==> src/design/graph_reachability_engine_core_defines.svh <==
// assertion macros for the graph reachability engine
`ifndef GRAPH_REACHABILITY_ENGINE_CORE_DEFINES_SVH
`define GRAPH_REACHABILITY_ENGINE_CORE_DEFINES_SVH

`ifndef SYNTHESIS

// same-cycle implication, checked out of reset
`define GRE_ASSERT_IMP(lbl, clk, rstn, ante, cons) \
  lbl: assert property (@(posedge clk) disable iff (!rstn) (ante) |-> (cons)) \
    else $error("assertion failed");

// next-cycle implication, checked out of reset
`define GRE_ASSERT_NXT(lbl, clk, rstn, ante, cons) \
  lbl: assert property (@(posedge clk) disable iff (!rstn) (ante) |=> (cons)) \
    else $error("assertion failed");

`else

`define GRE_ASSERT_IMP(lbl, clk, rstn, ante, cons)
`define GRE_ASSERT_NXT(lbl, clk, rstn, ante, cons)

`endif

`endif

==> src/design/gre_pkg.sv <==
// shared types and constants of the graph reachability engine
`timescale 1ns / 1ps

package gre_pkg;

  localparam int unsigned MODE_W = 2;
  localparam int unsigned NODE_W = 3;
  localparam int unsigned IN_W   = 8;
  localparam int unsigned OUT_W  = 8;

  // operation codes
  localparam logic [MODE_W-1:0] MODE_CLEAR = 2'd0;
  localparam logic [MODE_W-1:0] MODE_ADD   = 2'd1;
  localparam logic [MODE_W-1:0] MODE_QUERY = 2'd2;
  localparam logic [MODE_W-1:0] MODE_VISIT = 2'd3;

  // input item, lowest field last
  typedef struct packed {
    logic [NODE_W-1:0] target;
    logic [NODE_W-1:0] source;
    logic [MODE_W-1:0] mode;
  } in_t;

  // result payload, lowest field last
  typedef struct packed {
    logic [3:0]        pad;
    logic              reachable;
    logic [NODE_W-1:0] node;
  } out_t;

endpackage

==> src/design/graph_reachability_engine_core.sv <==
// graph reachability engine: adjacency memory with a depth-first search sequencer
`timescale 1ns / 1ps
//
//  channel   | signals                           | carries
//  ----------+-----------------------------------+---------------------------------
//  s_axis    | tvalid tready tdata[7:0]          | mode, source, target
//  m_axis    | tvalid tready tdata[7:0] tlast    | node, reachable; tlast = last
//  cfg       | cfg_valid_i cfg_ready_o cfg_data_i| directed register, always ready
//
//  clear acts in idle; add edge rewrites the source row, then for an undirected
//  non-loop edge the target row (read-modify-write per row); a search scans
//  one adjacency column per cycle off the single memory read port while no
//  visit waits on m_axis, plus a pop state per stack pop; one item at a time
//  reset clears the row valid bits, so the matrix reads as empty at once
//  a stalled m_axis holds the sequencer only when a new result must be stored

module graph_reachability_engine_core #(
  parameter int unsigned NODES = 8
) (
  input  logic                     clk_i,
  input  logic                     rst_ni,
  // mode [1:0], source [4:2], target [7:5]
  input  logic [gre_pkg::IN_W-1:0] s_axis_tdata,
  input  logic                     s_axis_tvalid,
  output logic                     s_axis_tready,
  // node [2:0], reachable [3], zeros [7:4]
  output logic [gre_pkg::OUT_W-1:0] m_axis_tdata,
  output logic                     m_axis_tlast,
  output logic                     m_axis_tvalid,
  input  logic                     m_axis_tready,
  input  logic                     cfg_valid_i,
  output logic                     cfg_ready_o,
  input  logic                     cfg_data_i
);

`include "graph_reachability_engine_core_defines.svh"

  localparam int unsigned NW  = $clog2(NODES);      // node index
  localparam int unsigned CW  = $clog2(NODES + 1);  // column counter, holds NODES
  localparam int unsigned SPW = $clog2(NODES + 2);  // stack pointer, holds NODES+1
  localparam int unsigned SIW = $clog2(NODES);      // stack memory index
  localparam int unsigned XW  = 7;                  // wide enough for up to 127 nodes
  localparam int unsigned FW  = NW + CW;            // stack frame

  localparam logic [NODES-1:0] ONE_HOT0 = NODES'(1);

  localparam logic [2:0] ST_IDLE  = 3'd0;
  localparam logic [2:0] ST_ADD1  = 3'd1;
  localparam logic [2:0] ST_ADD2  = 3'd2;
  localparam logic [2:0] ST_SCAN  = 3'd3;
  localparam logic [2:0] ST_POP   = 3'd4;
  localparam logic [2:0] ST_FLUSH = 3'd5;

  // memories
  logic [NODES-1:0] adj_mem [NODES];
  logic [FW-1:0]    stk_mem [NODES];

  logic             adj_we;
  logic [NW-1:0]    adj_waddr, adj_raddr;
  logic [NODES-1:0] adj_wdata, adj_rdata_q;
  logic             stk_we;
  logic [SIW-1:0]   stk_waddr, stk_raddr;
  logic [FW-1:0]    stk_wdata, stk_rdata_q;

  // control and datapath registers
  logic [2:0]       state_q, state_d;
  logic [NODES-1:0] rowv_q, rowv_d;
  logic [NODES-1:0] marks_q, marks_d;
  logic [SPW-1:0]   sp_q, sp_d;
  logic [NW-1:0]    cur_u_q, cur_u_d;
  logic [CW-1:0]    cur_j_q, cur_j_d;
  logic [NW-1:0]    pend_node_q, pend_node_d;
  logic             pend_reach_q, pend_reach_d;
  logic             directed_q;
  logic [NW-1:0]    src_q, tgt_q;
  logic             is_visit_q;

  logic             out_valid_q;
  gre_pkg::out_t    out_q;
  logic             out_last_q;
  logic             out_load;
  logic [NW-1:0]    out_node_n;
  logic             out_reach_n, out_last_n;

  // input decode
  gre_pkg::in_t     in_item;
  logic [XW-1:0]    src_x, tgt_x, onode_x;
  logic [NW-1:0]    src_n, tgt_n;
  logic             src_ok, tgt_ok;
  logic             in_xfer;

  // scan helpers
  logic [NODES-1:0] row_eff;
  logic [NW-1:0]    col_idx;
  logic             col_end, hit, push, out_free;

  assign in_item = gre_pkg::in_t'(s_axis_tdata);
  assign src_x   = XW'(in_item.source);
  assign tgt_x   = XW'(in_item.target);
  assign src_ok  = src_x < XW'(NODES);
  assign tgt_ok  = tgt_x < XW'(NODES);
  assign src_n   = src_x[NW-1:0];
  assign tgt_n   = tgt_x[NW-1:0];

  assign s_axis_tready = (state_q == ST_IDLE);
  assign in_xfer       = s_axis_tvalid && s_axis_tready;
  assign cfg_ready_o   = 1'b1;
  assign out_free      = !out_valid_q || m_axis_tready;

  // a row never written since reset or clear reads as empty
  assign row_eff = rowv_q[cur_u_q] ? adj_rdata_q : '0;
  assign col_idx = cur_j_q[NW-1:0];
  assign col_end = (cur_j_q == CW'(NODES));
  assign hit     = !col_end && row_eff[col_idx] && !marks_q[col_idx];

  // frame below the top lives at sp-1 on push, sp-2 is the new top on pop
  assign stk_waddr = SIW'(sp_q - 1'b1);
  assign stk_raddr = SIW'(sp_q - 2'd2);
  assign stk_wdata = {cur_u_q, CW'(cur_j_q + 1'b1)};

  always_comb begin
    state_d      = state_q;
    rowv_d       = rowv_q;
    marks_d      = marks_q;
    sp_d         = sp_q;
    cur_u_d      = cur_u_q;
    cur_j_d      = cur_j_q;
    pend_node_d  = pend_node_q;
    pend_reach_d = pend_reach_q;
    adj_we       = 1'b0;
    adj_waddr    = src_q;
    adj_wdata    = '0;
    stk_we       = 1'b0;
    push         = 1'b0;
    out_load     = 1'b0;
    out_node_n   = pend_node_q;
    out_reach_n  = pend_reach_q;
    out_last_n   = 1'b0;

    case (state_q)
      ST_IDLE: begin
        if (in_xfer) begin
          case (in_item.mode)
            gre_pkg::MODE_CLEAR: begin
              rowv_d = '0;
            end
            gre_pkg::MODE_ADD: begin
              if (src_ok && tgt_ok) begin
                state_d = ST_ADD1;
              end
            end
            gre_pkg::MODE_QUERY: begin
              pend_node_d  = '0;
              pend_reach_d = 1'b0;
              if (src_ok && tgt_ok) begin
                cur_u_d = src_n;
                cur_j_d = '0;
                sp_d    = SPW'(1);
                marks_d = '0;
                state_d = ST_SCAN;
              end else begin
                state_d = ST_FLUSH;
              end
            end
            gre_pkg::MODE_VISIT: begin
              if (src_ok) begin
                pend_node_d  = src_n;
                pend_reach_d = 1'b0;
                cur_u_d      = src_n;
                cur_j_d      = '0;
                sp_d         = SPW'(1);
                marks_d      = '0;
                state_d      = ST_SCAN;
              end
            end
            default: begin
              state_d = ST_IDLE;
            end
          endcase
        end
      end

      ST_ADD1: begin
        adj_we          = 1'b1;
        adj_waddr       = src_q;
        adj_wdata       = (rowv_q[src_q] ? adj_rdata_q : '0) | (ONE_HOT0 << tgt_q);
        rowv_d[src_q]   = 1'b1;
        // a self loop touches the same bit twice, so one write covers it
        state_d = (!directed_q && (src_q != tgt_q)) ? ST_ADD2 : ST_IDLE;
      end

      ST_ADD2: begin
        adj_we        = 1'b1;
        adj_waddr     = tgt_q;
        adj_wdata     = (rowv_q[tgt_q] ? adj_rdata_q : '0) | (ONE_HOT0 << src_q);
        rowv_d[tgt_q] = 1'b1;
        state_d       = ST_IDLE;
      end

      ST_SCAN: begin
        if (col_end) begin
          if (sp_q == SPW'(1)) begin
            state_d = ST_FLUSH;
          end else begin
            sp_d    = sp_q - 1'b1;
            state_d = ST_POP;
          end
        end else if (hit) begin
          if (!is_visit_q && (col_idx == tgt_q)) begin
            marks_d[col_idx] = 1'b1;
            pend_reach_d     = 1'b1;
            state_d          = ST_FLUSH;
          end else if (!is_visit_q || out_free) begin
            // newly reached node: mark, on a visit report the previous one, descend
            marks_d[col_idx] = 1'b1;
            push             = 1'b1;
            stk_we           = 1'b1;
            cur_u_d          = col_idx;
            cur_j_d          = '0;
            sp_d             = sp_q + 1'b1;
            if (is_visit_q) begin
              out_load    = 1'b1;
              out_last_n  = 1'b0;
              pend_node_d = col_idx;
            end
          end
        end else begin
          cur_j_d = cur_j_q + 1'b1;
        end
      end

      ST_POP: begin
        cur_u_d = stk_rdata_q[FW-1:CW];
        cur_j_d = stk_rdata_q[CW-1:0];
        state_d = ST_SCAN;
      end

      ST_FLUSH: begin
        if (out_free) begin
          out_load   = 1'b1;
          out_last_n = 1'b1;
          state_d    = ST_IDLE;
        end
      end

      default: begin
        state_d = ST_IDLE;
      end
    endcase

    // read port follows the row the next cycle needs
    if (state_q == ST_IDLE) begin
      adj_raddr = src_n;
    end else if (state_q == ST_ADD1) begin
      adj_raddr = tgt_q;
    end else begin
      adj_raddr = cur_u_d;
    end
  end

  // adjacency and stack memories, registered reads
  always_ff @(posedge clk_i) begin
    if (adj_we) begin
      adj_mem[adj_waddr] <= adj_wdata;
    end
    adj_rdata_q <= adj_mem[adj_raddr];
  end

  always_ff @(posedge clk_i) begin
    if (stk_we) begin
      stk_mem[stk_waddr] <= stk_wdata;
    end
    stk_rdata_q <= stk_mem[stk_raddr];
  end

  // control state
  always_ff @(posedge clk_i or negedge rst_ni) begin
    if (!rst_ni) begin
      state_q     <= ST_IDLE;
      rowv_q      <= '0;
      marks_q     <= '0;
      sp_q        <= '0;
      directed_q  <= 1'b0;
      out_valid_q <= 1'b0;
    end else begin
      state_q <= state_d;
      rowv_q  <= rowv_d;
      marks_q <= marks_d;
      sp_q    <= sp_d;
      if (cfg_valid_i && cfg_ready_o) begin
        directed_q <= cfg_data_i;
      end
      if (out_load) begin
        out_valid_q <= 1'b1;
      end else if (m_axis_tready) begin
        out_valid_q <= 1'b0;
      end
    end
  end

  // payload registers
  always_ff @(posedge clk_i) begin
    cur_u_q      <= cur_u_d;
    cur_j_q      <= cur_j_d;
    pend_node_q  <= pend_node_d;
    pend_reach_q <= pend_reach_d;
    if (in_xfer) begin
      src_q      <= src_n;
      tgt_q      <= tgt_n;
      is_visit_q <= (in_item.mode == gre_pkg::MODE_VISIT);
    end
    if (out_load) begin
      out_q.pad       <= '0;
      out_q.reachable <= out_reach_n;
      out_q.node      <= onode_x[gre_pkg::NODE_W-1:0];
      out_last_q      <= out_last_n;
    end
  end

  assign onode_x       = XW'(out_node_n);
  assign m_axis_tvalid = out_valid_q;
  assign m_axis_tdata  = out_q;
  assign m_axis_tlast  = out_last_q;

  // stack depth stays within origin plus one frame per marked node
  `GRE_ASSERT_IMP(a_sp_range, clk_i, rst_ni, state_q == ST_SCAN,
                  (sp_q != '0) && (sp_q <= SPW'(NODES + 1)))
  // column counter never runs past the end of a row
  `GRE_ASSERT_IMP(a_col_range, clk_i, rst_ni, state_q == ST_SCAN, cur_j_q <= CW'(NODES))
  // a descended-into node is marked before its row is scanned
  `GRE_ASSERT_NXT(a_push_marks, clk_i, rst_ni, push, marks_q[cur_u_q])
  // the closing result of an item always carries tlast
  `GRE_ASSERT_NXT(a_flush_last, clk_i, rst_ni, (state_q == ST_FLUSH) && out_free,
                  m_axis_tvalid && m_axis_tlast)

endmodule
==> config.mk <==
export PLATFORM = sky130hd
export DESIGN_NAME = graph_reachability_engine_core
export DESIGN_NICKNAME = d
export VERILOG_FILES = /design/src/design/gre_pkg.sv /design/src/design/graph_reachability_engine_core.sv
export VERILOG_INCLUDE_DIRS = /design/src /design/src/design
export SDC_FILE = /design/constraint.sdc
export NUM_CORES = 1
export LEC_CHECK = 0
export BUFFER_PORTS_ARGS = -buffer_cell sky130_fd_sc_hd__clkbuf_2
export CORE_UTILIZATION = 30
export CTS_CLUSTER_SIZE = 30
export DETAILED_ROUTE_END_ITERATION = 12
export HOLD_SLACK_MARGIN = 0.15
export PLACE_DENSITY_LB_ADDON = 0.12
export SLEW_MARGIN = 40
export SYNTH_ARGS = -nofsm -noshare
export SYNTH_HDL_FRONTEND = slang
export SYNTH_SLANG_ARGS = --single-unit
==> constraint.sdc <==
create_clock -name clk_i -period 6.3 [get_ports clk_i]
set_clock_uncertainty 0.05 [all_clocks]
set_input_delay 0.315 -clock clk_i [delete_from_list [all_inputs] [get_ports clk_i]]
set_output_delay 0.315 -clock clk_i [all_outputs]
set_load 0.01 [all_outputs]
==> metrics.md <==
| Metric | Value |
|---|---|
| Commonest non-fill, non-tap cells in the layout | `140 x edfxtp_1, 58 x nand2_1, 47 x nor2_1` |
| Initial antenna violation count | `0` |
| Setup Total Neg Slack | `0 ns` |
| Area occupied by multi-input gates | `3030 µm²` |
| Initial Util | `30.9%` |
| Grt ovf | `0` |
| Clock slew at reported path FFs | `0.09 ns` |
| Finished Layout Cells | `1044` |
| Global-route wire length before repair | `between 30000 and 40000 µm` |
| Number of setup buffers added after CTS | `0` |
| I/O pin count | `26` |
| Antenna cell count | `0` |
| CTS Root Cell | `clkbuf_16` |
| RSZ-0062 raised after global routing | `no` |
| Pwr dens | `roughly 520 nW/µm²` |
| Most common cell after layout, fill and taps aside | `edfxtp_1` |
| Post-synth top area share | `roughly half` |
| Avg Inst Size Synth | `between 10 and 15 µm²` |
| Endpoint type of the worst setup path | `register` |
| Critical path launch point type | `register` |
| Run status | `complete, no violations` |
| Reg area | `5190 µm²` |
| Wire length per cell | `slightly above 20 µm` |
| MaxCap Viol Count | `0` |
| Vias per inst | `approximately 5.1` |
| Top cells by area, synth | `edfxtp_1 50%, dfrtp_1 7.4%, mux4_2 5.3%, dfxtp_1 4.3%, nand2_1 2.6%` |
| Final Hold Viols | `0` |
| Cell area after synthesis | `about 8400 µm²` |
| Main flop type after synthesis | `edfxtp_1` |
| Arrival @ worst endpoint | `roughly 4.7 ns` |
| Min-delay worst type | `in2reg` |
| TritonRoute pass-1 iters | `7` |
| Crit share post-route | `a little over two thirds` |
| Die width | `170 µm` |
| Unique masters post-synth | `~70` |
| Area delta synth->final | `14.2%` |
| Asr flop ratio synth | `13.7%` |
| Slew Limit Fails | `0` |
| Critical path class | `reg2reg` |
| Die area | `approximately 29000 µm²` |
| Fillcell total | `2640` |
| CTS tree | `done` |
| Setup WS pre-CTS | `between 1.5 and 2 ns` |
| Final min period | `4.44 ns` |
| Max-slew headroom | `between 40% and 50%` |
| Initial DRC Count | `374` |
| Die Height | `170 µm` |
| CTS Sinks | `roughly 180` |
| I/O Buffers | `20` |
| Final setup violating endpoints | `0` |
| Final net count | `684` |
| Placer Congestion | `0.820` |
| Placed Cells incl. Taps | `1002` |
| Max Fclk | `roughly 230 MHz` |
| Pleak | `3.39 nW` |
| Largest net degree at the start of global routing | `29` |
| Row count | `60` |
| CTS HTree Levels | `4` |
| Slew @ Worst Pin | `a little over 0.8 ns` |
| Final WS setup | `around 1.9 ns` |
| Clk_lat worst skew | `roughly 0.44 ns` |
| GR Util All Layers | `around 16%` |
| DP HPWL | `around 14000 µm` |
| Worst hold slack | `roughly 0.22 ns` |
| EDFF count, synth | `140` |
| Mapped Cells | `between 600 and 700` |
| Overall Power | `around 0.005 W` |
| DRC violations left | `0` |
| CP Data Required Time | `approximately 6.5 ns` |
| CTS buffer count | `17` |
| Synth area leader | `edfxtp_1` |
| Sequential fraction of the synthesis area | `61.6%` |
| Number of global-route vias before repair | `between 5000 and 6000` |
| Total wire length | `approximately 22000 µm` |
| Syn. warnings | `0` |
| Peak supply drop | `0.213 mV` |
| Clock Tree Buf Depth | `2` |
| CP max FO | `17` |
| Routed via count | `between 5000 and 6000` |
| Share of cells above drive strength 1 | `between 10% and 20%` |
| Post-route ant nets | `0` |
| Core box area | `between 20000 and 30000 µm²` |
| Post-synthesis register bit count | `183` |
==> per-stage QoR <==
stage	instance area (µm²)	util [%]
floorplan	8440	-
global placement	8820	32.4
detailed placement	8850	32.5
CTS	9580	35.2
global route	9620	35.3
finish	9620	35.3
==> worst paths after layout <==
check,end,from,cells past startpoint,slack [ns]
min in group asynchronous,sp_q[3]$_DFFE_PN0P_,rst_ni,2,0.39
max in group asynchronous,sp_q[1]$_DFFE_PN0P_,rst_ni,2,5.35
worst min-delay path,m_axis_tvalid$_DFFE_PN0P_,m_axis_tready,3,0.22
worst max-delay path,adj_rdata_q[3]$_DFF_P_,cur_j_q[0]$_DFFE_PP_,10,1.86
worst min register to register,m_axis_tdata[1]$_DFFE_PP_,out_node_n[1]$_DFFE_PP_,0,0.37
worst max register to register,adj_rdata_q[3]$_DFF_P_,cur_j_q[0]$_DFFE_PP_,10,1.86
==> kinds of logic after synthesis <==
kind of cell / synth area share [%]
other cells: 0.0891
flops: 61.6
compound gates: 12.3
fa+ha+maj: 1.63
buf+inv: 3.30
xor+xnor: 1.35
mux: 9.37
simple gates: 10.4
==> synth_stat cells, drive strengths merged (4+ instances only) <==
cell	instances
mux2i	20
nand3	14
dfrtp	25
a21oi	23
dfxtp	18
and2	13
mux4	20
edfxtp	140
a221oi	4
a32o	7
clkbuf	16
a31oi	10
xor2	10
o21ai	17
o21a	6
a22oi	8
inv	17
nor2	56
nor2b	7
o22ai	13
a211oi	9
a41oi	4
a2bb2oi	5
buf	22
nand2	58
ha	11
mux2	12
nand2b	7
a22o	5
nor3	7
a311oi	8
==> worst max-delay path, cell delays in order (launching register included) <==
cell and delay (ns):
edfxtp_1 0.77, clkinv_1 0.62, ha_1 0.42, a21oi_1 0.23, o221a_4 0.27, nand3_1 0.24
o21a_1 0.27, o211ai_1 0.38, nor2b_1 0.71, a32o_1 0.27, a311oi_2 0.04
==> power breakdown <==
part | leakage, nW | internal (W) | switching, W
clock | 0.305 | 0.000559 | 0.000589
combinational | 1.32 | 0.000748 | 0.00116
sequential | 1.76 | 0.00168 | 0.000301
==> timing repair <==
item                      in CTS  in global routing
hold buffers                   9                  0
resized for setup              0                  0
hold endpoints to repair      32                  0
==> layout make-up <==
type                       instances  area share (%)
clock buffer                      17            4.42
tap                              372            4.84
timing repair buffer              34            2.37
multi-input combinational        405            31.5
inverter                          18           0.702
sequential                       183            54.0
clock inverter                    15            2.20
==> registers in the layout, summed over array words and instances (netlist names), 4 cells and up <==
| name | flops |
|---|---|
| adj_mem | 64 |
| stk_mem | 56 |
| adj_rdata_q | 8 |
| marks_q | 8 |
| rowv_q | 8 |
| stk_rdata_q | 7 |
| cur_j_q | 4 |
| m_axis_tdata | 4 |
| sp_q | 4 |
==> per-layer routing <==
layer	track usage, %	routed length (µm)	vias to the layer above
li1	-	-	2472
met1	21.3	10200	2701
met2	25.7	10300	112
met3	2.68	667	28
met4	5.13	374	0
met5	0	0	-
Power figures use the tool's default switching activity.
